## config.mk

```make
export PLATFORM = sky130hd
export DESIGN_NAME = volume_ventilation_breath_sequencer
export DESIGN_NICKNAME = d
export VERILOG_FILES = /design/src/rtl/vvbs_pkg.sv /design/src/rtl/volume_ventilation_breath_sequencer.sv
export SDC_FILE = /design/constraint.sdc
export NUM_CORES = 1
export LEC_CHECK = 0
export ABC_AREA = 1
export CAP_MARGIN = 20
export CORE_MARGIN = 8
export CORE_UTILIZATION = 60
export CTS_BUF_LIST = sky130_fd_sc_hd__clkbuf_2 sky130_fd_sc_hd__clkbuf_4 sky130_fd_sc_hd__clkbuf_8
export CTS_CLUSTER_SIZE = 40
export DETAILED_ROUTE_END_ITERATION = 10
export DONT_BUFFER_PORTS = 1
export PLACE_DENSITY = 0.76
export SYNTH_ARGS = -nofsm -noshare
export SYNTH_HDL_FRONTEND = slang
export SYNTH_SLANG_ARGS = --single-unit
export TNS_END_PERCENT = 100
```

## constraint.sdc

```tcl
create_clock -name aclk -period 7.8 [get_ports aclk]
set_input_delay 0.39 -clock aclk [delete_from_list [all_inputs] [get_ports aclk]]
set_output_delay 0.39 -clock aclk [all_outputs]
set_load 0.01 [all_outputs]
```

## src/rtl/vvbs_pkg.sv

```systemverilog
`default_nettype none

package vvbs_pkg;

    // Defaults for the top-level parameters
    localparam int DEF_SENSOR_SPAN       = 4096;
    localparam int DEF_SENSOR_FULL_MMH2O = 1000;

    // Fixed tuning constants
    localparam int TICK_MS        = 10;
    localparam int PRESSURE_STEP  = 1;
    localparam int POSITION_LIMIT = 1000;

    // Configuration port
    localparam int CFG_INDEX_W = 8;
    localparam int CFG_DATA_W  = 16;

    localparam logic [CFG_INDEX_W-1:0] CFG_INSPIRATION_TIME = 8'd0;
    localparam logic [CFG_INDEX_W-1:0] CFG_EXPIRATION_TIME  = 8'd1;
    localparam logic [CFG_INDEX_W-1:0] CFG_SET_PRESSURE     = 8'd2;
    localparam logic [CFG_INDEX_W-1:0] CFG_SET_VOLUME       = 8'd3;

    // Register reset values
    localparam logic [15:0] RST_INSPIRATION_TIME = 16'd1000;
    localparam logic [15:0] RST_EXPIRATION_TIME  = 16'd2000;
    localparam logic [15:0] RST_SET_PRESSURE     = 16'd200;
    localparam logic [12:0] RST_SET_VOLUME       = 13'd500;

    typedef enum logic [2:0] {
        PHASE_INIT      = 3'd0,
        PHASE_HOME      = 3'd1,
        PHASE_WAIT_HOME = 3'd2,
        PHASE_EXPIRE    = 3'd3,
        PHASE_START     = 3'd4,
        PHASE_INHALE    = 3'd6,
        PHASE_HOLD      = 3'd7
    } phase_t;

    typedef enum logic [1:0] {
        DRV_KEEP     = 2'd0,
        DRV_HOME     = 2'd1,
        DRV_REGULATE = 2'd2,
        DRV_STOP     = 2'd3
    } drive_cmd_t;

    typedef enum logic [1:0] {
        VOL_NONE      = 2'd0,
        VOL_RESET     = 2'd1,
        VOL_INTEGRATE = 2'd2
    } vol_cmd_t;

    typedef struct packed {
        logic               motor_stopped;
        logic               mode_change_request;
        logic signed [15:0] flow_ml_s;
        logic signed [23:0] volume_tenth_ml;
        logic        [15:0] actuator_position;
    } in_item_t;

    typedef struct packed {
        logic        [2:0]  status_code;
        logic        [1:0]  drive_command;
        logic signed [31:0] pressure_target;
        logic        [1:0]  volume_command;
        logic        [15:0] breath_count;
        logic               mode_handoff;
    } out_item_t;

endpackage

`default_nettype wire

```

## src/rtl/volume_ventilation_breath_sequencer.sv

```systemverilog
`default_nettype none

// Channel   Ports                                   Dir  Beat
// ------    --------------------------------------  ---  --------------------------
// s_        s_valid, s_ready, s_data (in_item_t)    in   one control tick
// m_        m_valid, m_ready, m_data (out_item_t)   out  one result per tick
// cfg_      cfg_valid, cfg_ready, cfg_index/data    in   one register write
//
// One tick is accepted per cycle while s_ready is high; its result is in the output register in the next cycle.
// A tick is accepted while the previous result waits, as long as m_ready takes it in
// that same cycle; s_ready is low only while a result waits and m_ready is low.
// The scaled pressure set point is formed in the cycle of a set-pressure write, so
// there is no stall after reset or after a write.
// aresetn is synchronous, active low; config writes are always taken (cfg_ready high).
module volume_ventilation_breath_sequencer
    import vvbs_pkg::*;
#(
    parameter int SENSOR_SPAN       = DEF_SENSOR_SPAN,
    parameter int SENSOR_FULL_MMH2O = DEF_SENSOR_FULL_MMH2O
) (
    input  wire logic                   aclk,
    input  wire logic                   aresetn,

    input  wire logic                   s_valid,
    output logic                        s_ready,
    input  wire in_item_t               s_data,

    output logic                        m_valid,
    input  wire logic                   m_ready,
    output out_item_t                   m_data,

    input  wire logic                   cfg_valid,
    output logic                        cfg_ready,
    input  wire logic [CFG_INDEX_W-1:0] cfg_index,
    input  wire logic [CFG_DATA_W-1:0]  cfg_data
);

    localparam int XW = 16 + $clog2(SENSOR_SPAN + 1);
    localparam int RAMP_W = 16 + $clog2(PRESSURE_STEP + 2);

    // SENSOR_SPAN / SENSOR_FULL_MMH2O in fixed point, rounded up; the fraction bits keep the
    // floor exact for every 16-bit set pressure
    localparam int     SCALE_SHIFT = 16 + $clog2(SENSOR_FULL_MMH2O);
    localparam longint SCALE_K     = ((longint'(SENSOR_SPAN) << SCALE_SHIFT)
                                      + longint'(SENSOR_FULL_MMH2O) - 1)
                                     / longint'(SENSOR_FULL_MMH2O);
    localparam int     KW          = $clog2(SCALE_K + 1);
    localparam int     PW          = 16 + KW;
    localparam logic [XW-1:0] SCALED_RST =
        XW'((PW'(RST_SET_PRESSURE) * PW'(SCALE_K)) >> SCALE_SHIFT);

    // configuration registers
    logic [15:0] insp_time_reg;
    logic [15:0] exp_time_reg;
    logic [XW-1:0] scaled_press_reg;
    logic [12:0] set_vol_reg;

    // latched copies
    logic [15:0] lat_insp_reg;
    logic [15:0] lat_exp_reg;
    logic [12:0] lat_vol_reg;

    // breath state
    phase_t      phase_reg, phase_next;
    logic [15:0] elapsed_reg, elapsed_next;
    logic [31:0] goal_reg, goal_next;
    logic [15:0] breaths_reg, breaths_next;
    logic        latch_en;

    // output register
    logic        m_valid_reg;
    out_item_t   m_data_reg;
    drive_cmd_t  drive_cmd;
    vol_cmd_t    vol_cmd;
    logic        handoff;

    logic [PW-1:0] press_prod;

    logic          s_accept;
    logic [15:0]   elapsed_inc;
    logic [31:0]   start_goal;
    logic [RAMP_W-1:0] ramp;

    logic signed [17:0] flow_ext;
    logic signed [17:0] flow_x3;
    logic signed [17:0] flow_off;
    logic signed [18:0] vol_diff;
    logic signed [23:0] vol_diff_w;
    logic signed [23:0] vol_limit;
    logic               limit_hit;

    assign cfg_ready = 1'b1;
    assign s_ready   = !m_valid_reg || m_ready;
    assign s_accept  = s_valid && s_ready;
    assign m_valid   = m_valid_reg;
    assign m_data    = m_data_reg;

    // set_press * SENSOR_SPAN / SENSOR_FULL_MMH2O, taken from the write data
    assign press_prod = PW'(cfg_data) * PW'(SCALE_K);

    //------------------------------------------------------------------
    // Configuration registers
    //------------------------------------------------------------------
    always_ff @(posedge aclk) begin
        if (!aresetn) begin
            insp_time_reg    <= RST_INSPIRATION_TIME;
            exp_time_reg     <= RST_EXPIRATION_TIME;
            scaled_press_reg <= SCALED_RST;
            set_vol_reg      <= RST_SET_VOLUME;
        end else if (cfg_valid && cfg_ready) begin
            unique case (cfg_index)
                CFG_INSPIRATION_TIME: insp_time_reg <= cfg_data;
                CFG_EXPIRATION_TIME:  exp_time_reg  <= cfg_data;
                CFG_SET_PRESSURE:     scaled_press_reg <= XW'(press_prod >> SCALE_SHIFT);
                CFG_SET_VOLUME:       set_vol_reg   <= cfg_data[12:0];
                default: ;
            endcase
        end
    end

    //------------------------------------------------------------------
    // Tick datapath
    //------------------------------------------------------------------
    assign elapsed_inc = elapsed_reg + 16'(TICK_MS);
    assign ramp        = RAMP_W'(insp_time_reg) * RAMP_W'(PRESSURE_STEP);
    assign start_goal  = 32'(scaled_press_reg) - 32'(ramp);

    // volume limit: 10 * (set_volume - trunc(3 * flow / 4))
    assign flow_ext   = 18'($signed(s_data.flow_ml_s));
    assign flow_x3    = flow_ext + (flow_ext <<< 1);
    assign flow_off   = flow_x3[17] ? ((flow_x3 + 18'sd3) >>> 2) : (flow_x3 >>> 2);
    assign vol_diff   = $signed({6'b0, lat_vol_reg}) - 19'(flow_off);
    assign vol_diff_w = 24'(vol_diff);
    assign vol_limit  = (vol_diff_w <<< 3) + (vol_diff_w <<< 1);
    assign limit_hit  = ($signed(s_data.volume_tenth_ml) > vol_limit)
                     || (s_data.actuator_position >= 16'(POSITION_LIMIT));

    // next phase
    always_comb begin
        phase_next = phase_reg;
        unique case (phase_reg)
            PHASE_INIT:      phase_next = PHASE_HOME;
            PHASE_HOME:      phase_next = PHASE_WAIT_HOME;
            PHASE_WAIT_HOME: begin
                if (s_data.motor_stopped) phase_next = PHASE_EXPIRE;
            end
            PHASE_EXPIRE: begin
                if (elapsed_inc > lat_exp_reg) phase_next = PHASE_START;
            end
            PHASE_START: begin
                phase_next = s_data.mode_change_request ? PHASE_INIT : PHASE_INHALE;
            end
            PHASE_INHALE: begin
                // a limit hit wins over the time-out
                if (limit_hit) begin
                    phase_next = PHASE_HOLD;
                end else if (elapsed_inc > lat_insp_reg) begin
                    phase_next = PHASE_HOME;
                end
            end
            PHASE_HOLD: begin
                if (elapsed_inc > lat_insp_reg) phase_next = PHASE_HOME;
            end
            default:         phase_next = PHASE_HOME;
        endcase
    end

    // commands and counters
    always_comb begin
        drive_cmd    = DRV_KEEP;
        vol_cmd      = VOL_NONE;
        handoff      = 1'b0;
        latch_en     = 1'b0;
        elapsed_next = elapsed_reg;
        goal_next    = goal_reg;
        breaths_next = breaths_reg;
        unique case (phase_reg) inside
            PHASE_INIT: latch_en = 1'b1;
            PHASE_HOME: begin
                drive_cmd    = DRV_HOME;
                elapsed_next = '0;
            end
            PHASE_WAIT_HOME, PHASE_EXPIRE: elapsed_next = elapsed_inc;
            PHASE_START: begin
                if (s_data.mode_change_request) begin
                    handoff = 1'b1;
                end else begin
                    latch_en     = 1'b1;
                    vol_cmd      = VOL_RESET;
                    breaths_next = breaths_reg + 16'd1;
                    drive_cmd    = DRV_REGULATE;
                    elapsed_next = '0;
                    goal_next    = start_goal;
                end
            end
            PHASE_INHALE: begin
                vol_cmd      = VOL_INTEGRATE;
                elapsed_next = elapsed_inc;
                goal_next    = goal_reg + 32'(PRESSURE_STEP);
            end
            PHASE_HOLD: begin
                drive_cmd    = DRV_STOP;
                elapsed_next = elapsed_inc;
            end
            default: drive_cmd = DRV_STOP;
        endcase
    end

    always_ff @(posedge aclk) begin
        if (!aresetn) begin
            phase_reg    <= PHASE_INIT;
            elapsed_reg  <= '0;
            goal_reg     <= '0;
            breaths_reg  <= '0;
            lat_insp_reg <= '0;
            lat_exp_reg  <= '0;
            lat_vol_reg  <= '0;
        end else if (s_accept) begin
            phase_reg   <= phase_next;
            elapsed_reg <= elapsed_next;
            goal_reg    <= goal_next;
            breaths_reg <= breaths_next;
            if (latch_en) begin
                lat_insp_reg <= insp_time_reg;
                lat_exp_reg  <= exp_time_reg;
                lat_vol_reg  <= set_vol_reg;
            end
        end
    end

    //------------------------------------------------------------------
    // Result register
    //------------------------------------------------------------------
    always_ff @(posedge aclk) begin
        if (!aresetn) begin
            m_valid_reg <= 1'b0;
        end else if (s_accept) begin
            m_valid_reg <= 1'b1;
        end else if (m_ready) begin
            m_valid_reg <= 1'b0;
        end
    end

    always_ff @(posedge aclk) begin
        if (s_accept) begin
            m_data_reg.status_code     <= phase_reg;
            m_data_reg.drive_command   <= drive_cmd;
            m_data_reg.pressure_target <= $signed(goal_next);
            m_data_reg.volume_command  <= vol_cmd;
            m_data_reg.breath_count    <= breaths_next;
            m_data_reg.mode_handoff    <= handoff;
        end
    end

    //------------------------------------------------------------------
    // Assertions
    //------------------------------------------------------------------
    a_result_follows: assert property (@(posedge aclk) disable iff (!aresetn)
        s_accept |=> m_valid)
        else $error("accepted tick produced no result");

    a_breath_with_reset: assert property (@(posedge aclk) disable iff (!aresetn)
        s_accept |=> ((m_data.breath_count != $past(breaths_reg))
                      == (m_data.volume_command == VOL_RESET)))
        else $error("breath count and integrator reset out of step");

    a_handoff_at_start: assert property (@(posedge aclk) disable iff (!aresetn)
        (m_valid && m_data.mode_handoff) |-> (m_data.status_code == PHASE_START))
        else $error("mode handoff outside start phase");

    a_stall_only_when_full: assert property (@(posedge aclk) disable iff (!aresetn)
        !s_ready |-> (m_valid && !m_ready))
        else $error("input stalled with room in the output register");

endmodule

`default_nettype wire

```

==> flow_metrics.env <==
export IMPL_status="completed"
export IMPL_dr_first_iter_drc_count=1337
export IMPL_drv_cap=0
export IMPL_syn2layout_area_growth_pct=5.41
export IMPL_report_final_slew_viol_count=0
export IMPL_highest_layer="met5"
export IMPL_track_usage_pct=27.8
export IMPL_drive_gt1_share_pct=4.10
export IMPL_async_reset_ff_share_pct=0
export IMPL_synthFlopType="dfxtp_1"
export IMPL_syn_nets=3485
export IMPL_fin_crit_ns=6.02
export IMPL_post_drt_wl_per_cell_um=17.4
export IMPL_setup_viol=0
export IMPL_tightestPinTransition_ns=1.05
export IMPL_ant_nets=0
export IMPL_ys_ff_latch=232
export IMPL_vias_per_cell=5.68
export IMPL_portBuffers=0
export IMPL_slew_headroom_pct=29.9
export IMPL_crit_top_cell="nand2_1"
export IMPL_cts_made_buffers=36
export IMPL_cts_root_buf="clkbuf_8"
export IMPL_synth_seq_area_share_pct=23.5
export IMPL_yosys_area_top_type="ha_1"
export IMPL_dp_hpwl_mm=48.5
export IMPL_cts_tree="yes"
export IMPL_grt_pass1_wl_mm=99.0
export IMPL_wl_met3_mm=3.68
export IMPL_crit_arrival_ns=6.46
export IMPL_clkTransAtPathRegs_ns=0.06
export IMPL_antenna_found_initial=2
export IMPL_rsz0062_at_grt="false"
export IMPL_skew_ns=0.0357
export IMPL_vias=19694
export IMPL_clock_latency_ns=0.55
export IMPL_yosysTopAreaCellShare_pct=16.1
export IMPL_dp_slack_ns=1.25
export IMPL_place_congestion=0.954
export IMPL_drt_wl_total_mm=60.5
export IMPL_fin_hold_ws_ns=0.0355
export IMPL_slowest_delay_ns=0.55
export IMPL_ir_drop_mv=0.508
export IMPL_dr_pass1_iters=5
export IMPL_die_area_um2=43300
export IMPL_fmax_ghz=0.166
export IMPL_synth_avg_cell_area_um2=7.40
export IMPL_p_leak_nw=11.6
export IMPL_io_pins=146
export IMPL_fp_dieW_um=208
export IMPL_largest_reg_flops=56
export IMPL_overflow=0
export IMPL_synth_cells=2988
export IMPL_wl_met1_mm=26.6
export IMPL_finalCritPeriodShare_pct=77.2
export IMPL_yosysWarningCount=0
export IMPL_cts_buffer_depth=3
export IMPL_worstSetupPathType="in2reg"
export IMPL_cts_sinks=232
export IMPL_grt_pass1_vias=19177
export IMPL_cts_setup_buffers=0
export IMPL_min_path_type="in2reg"
export IMPL_nNetsFinal=3472
export IMPL_netlist_top_cells_area="ha_1, dfxtp_1, fa_1"
export IMPL_cpMaxStageDelayCell="fa_1"
export IMPL_critPathLaunchType="primary input"
export IMPL_die_h_um=208
export IMPL_grt_max_degree=80
export IMPL_worst_slack_ns=1.78
export IMPL_drc=0
export IMPL_tns_ns=0
export IMPL_crit_required_ns=8.24
export IMPL_fin_util_pct=64.0
export IMPL_end_kind="register"
export IMPL_h_tree_depth=2
export IMPL_initial_utilization_pct=60.7
export IMPL_cts_resized=0
export IMPL_fin_cells=3468
export IMPL_dr_wl_met2_mm=28.5
export IMPL_hold_viol=0
export IMPL_netlist_area_um2=22100
export IMPL_p_per_area_nw_per_um2=319
export IMPL_placed_cells=3400
export IMPL_crit_path_max_fanout=6
export IMPL_diodes=0
export IMPL_cts_hold_buf=4
export IMPL_num_rows=70
export IMPL_synth_edf_count=56
export IMPL_synth_cell_types=54
export IMPL_fp_coreArea_um2=36400
worst max-delay path: cells and delay by family:
| kind | cells | cell delay [ns] |
|---|---|---|
| xor+xnor | 3 | 0.43 |
| simple gates | 17 | 2.04 |
| fa+ha+maj | 5 | 1.81 |
| buf+inv | 1 | 0.03 |
| compound gates | 11 | 1.72 |
final cells by class:
type	count	area (um^2)
sequential	232	5200
clock buffer	52	653
multi-input combinational	2150	14600
timing repair buffer	12	125
inverter	543	2040
tap	468	586
clock inverter	11	93.8
fill	3315	13100
power by group:
part           total, mW  internal, mW  switching [mW]  leakage [nW]
combinational       4.99          1.81            3.18          9.21
sequential          1.38          1.32          0.0630          2.00
clock               1.07         0.578           0.494         0.394
logic make-up after synthesis:
family / Yosys count / share of synthesized area, %
XOR/XNOR: 75 / 2.97
AO/OA/AOI/OAI: 620 / 15.2
adder cells (fa/ha/maj): 410 / 27.4
AND/OR/NAND/NOR: 1044 / 20.4
other: 1 / 0.0170
buffers and inverters: 606 / 10.4
flip-flops: 232 / 23.5
metal layers:
| layer | vias to the layer above | global-route usage [%] |
|---|---|---|
| met5 | - | 0 |
| met4 | 2 | 7.81 |
| met3 | 102 | 3.85 |
| met2 | 598 | 47.1 |
| met1 | 9212 | 36.8 |
| li1 | 9780 | - |
metrics by stage:
step                      power [mW]  cell area [um^2]
after floorplan                 5.03             22100
after global placement          6.24             22500
after detailed placement        6.33             22500
after CTS                       7.45             23300
after global routing            8.20             23300
final                           7.44             23300
worst paths after layout:
path / from / endpoint / slack [ns] / cells after the start
max reg2reg: lat_vol_reg[0] / phase_reg[2] / 2.71 / 35
max: s_data[40] / phase_reg[2] / 1.78 / 37
min: aresetn / scaled_press_reg[2] / 0.04 / 2
min reg2reg: lat_exp_reg[1] / lat_exp_reg[1] / 0.46 / 2
cells in the final DEF (no fill, tap or decap), types with 10 or more instances in the layout:
cell type,synthesis,routed
o21ai_1,10,10
o21ai_0,223,223
nand3_1,131,131
nor3_1,27,27
fa_1,125,125
ha_1,285,285
nor2_1,248,248
xnor2_1,31,31
nor2_2,12,12
xor2_1,44,44
o211ai_1,35,35
edfxtp_1,56,56
dfxtp_1,176,176
inv_1,541,539
o21a_1,11,11
o21bai_1,11,11
nor4_1,11,11
a21oi_1,282,282
clkbuf_4,0,10
a21o_1,12,12
nand2_1,516,515
clkbuf_8,0,42
a31oi_1,12,12
nand4_1,50,50
synthesized netlist by cell type (13+ instances only):
master / number
buf_2: 13
fa_1: 125
xor2_1: 44
ha_1: 285
inv_1: 541
edfxtp_1: 56
o21ai_0: 223
xnor2_1: 31
dfxtp_1: 176
nor2_1: 248
o211ai_1: 35
nor3_1: 27
nand2_1: 516
nand3_1: 131
nand4_1: 50
a21oi_1: 282
clkbuf_1: 45
Power figures use the tool's default switching activity.
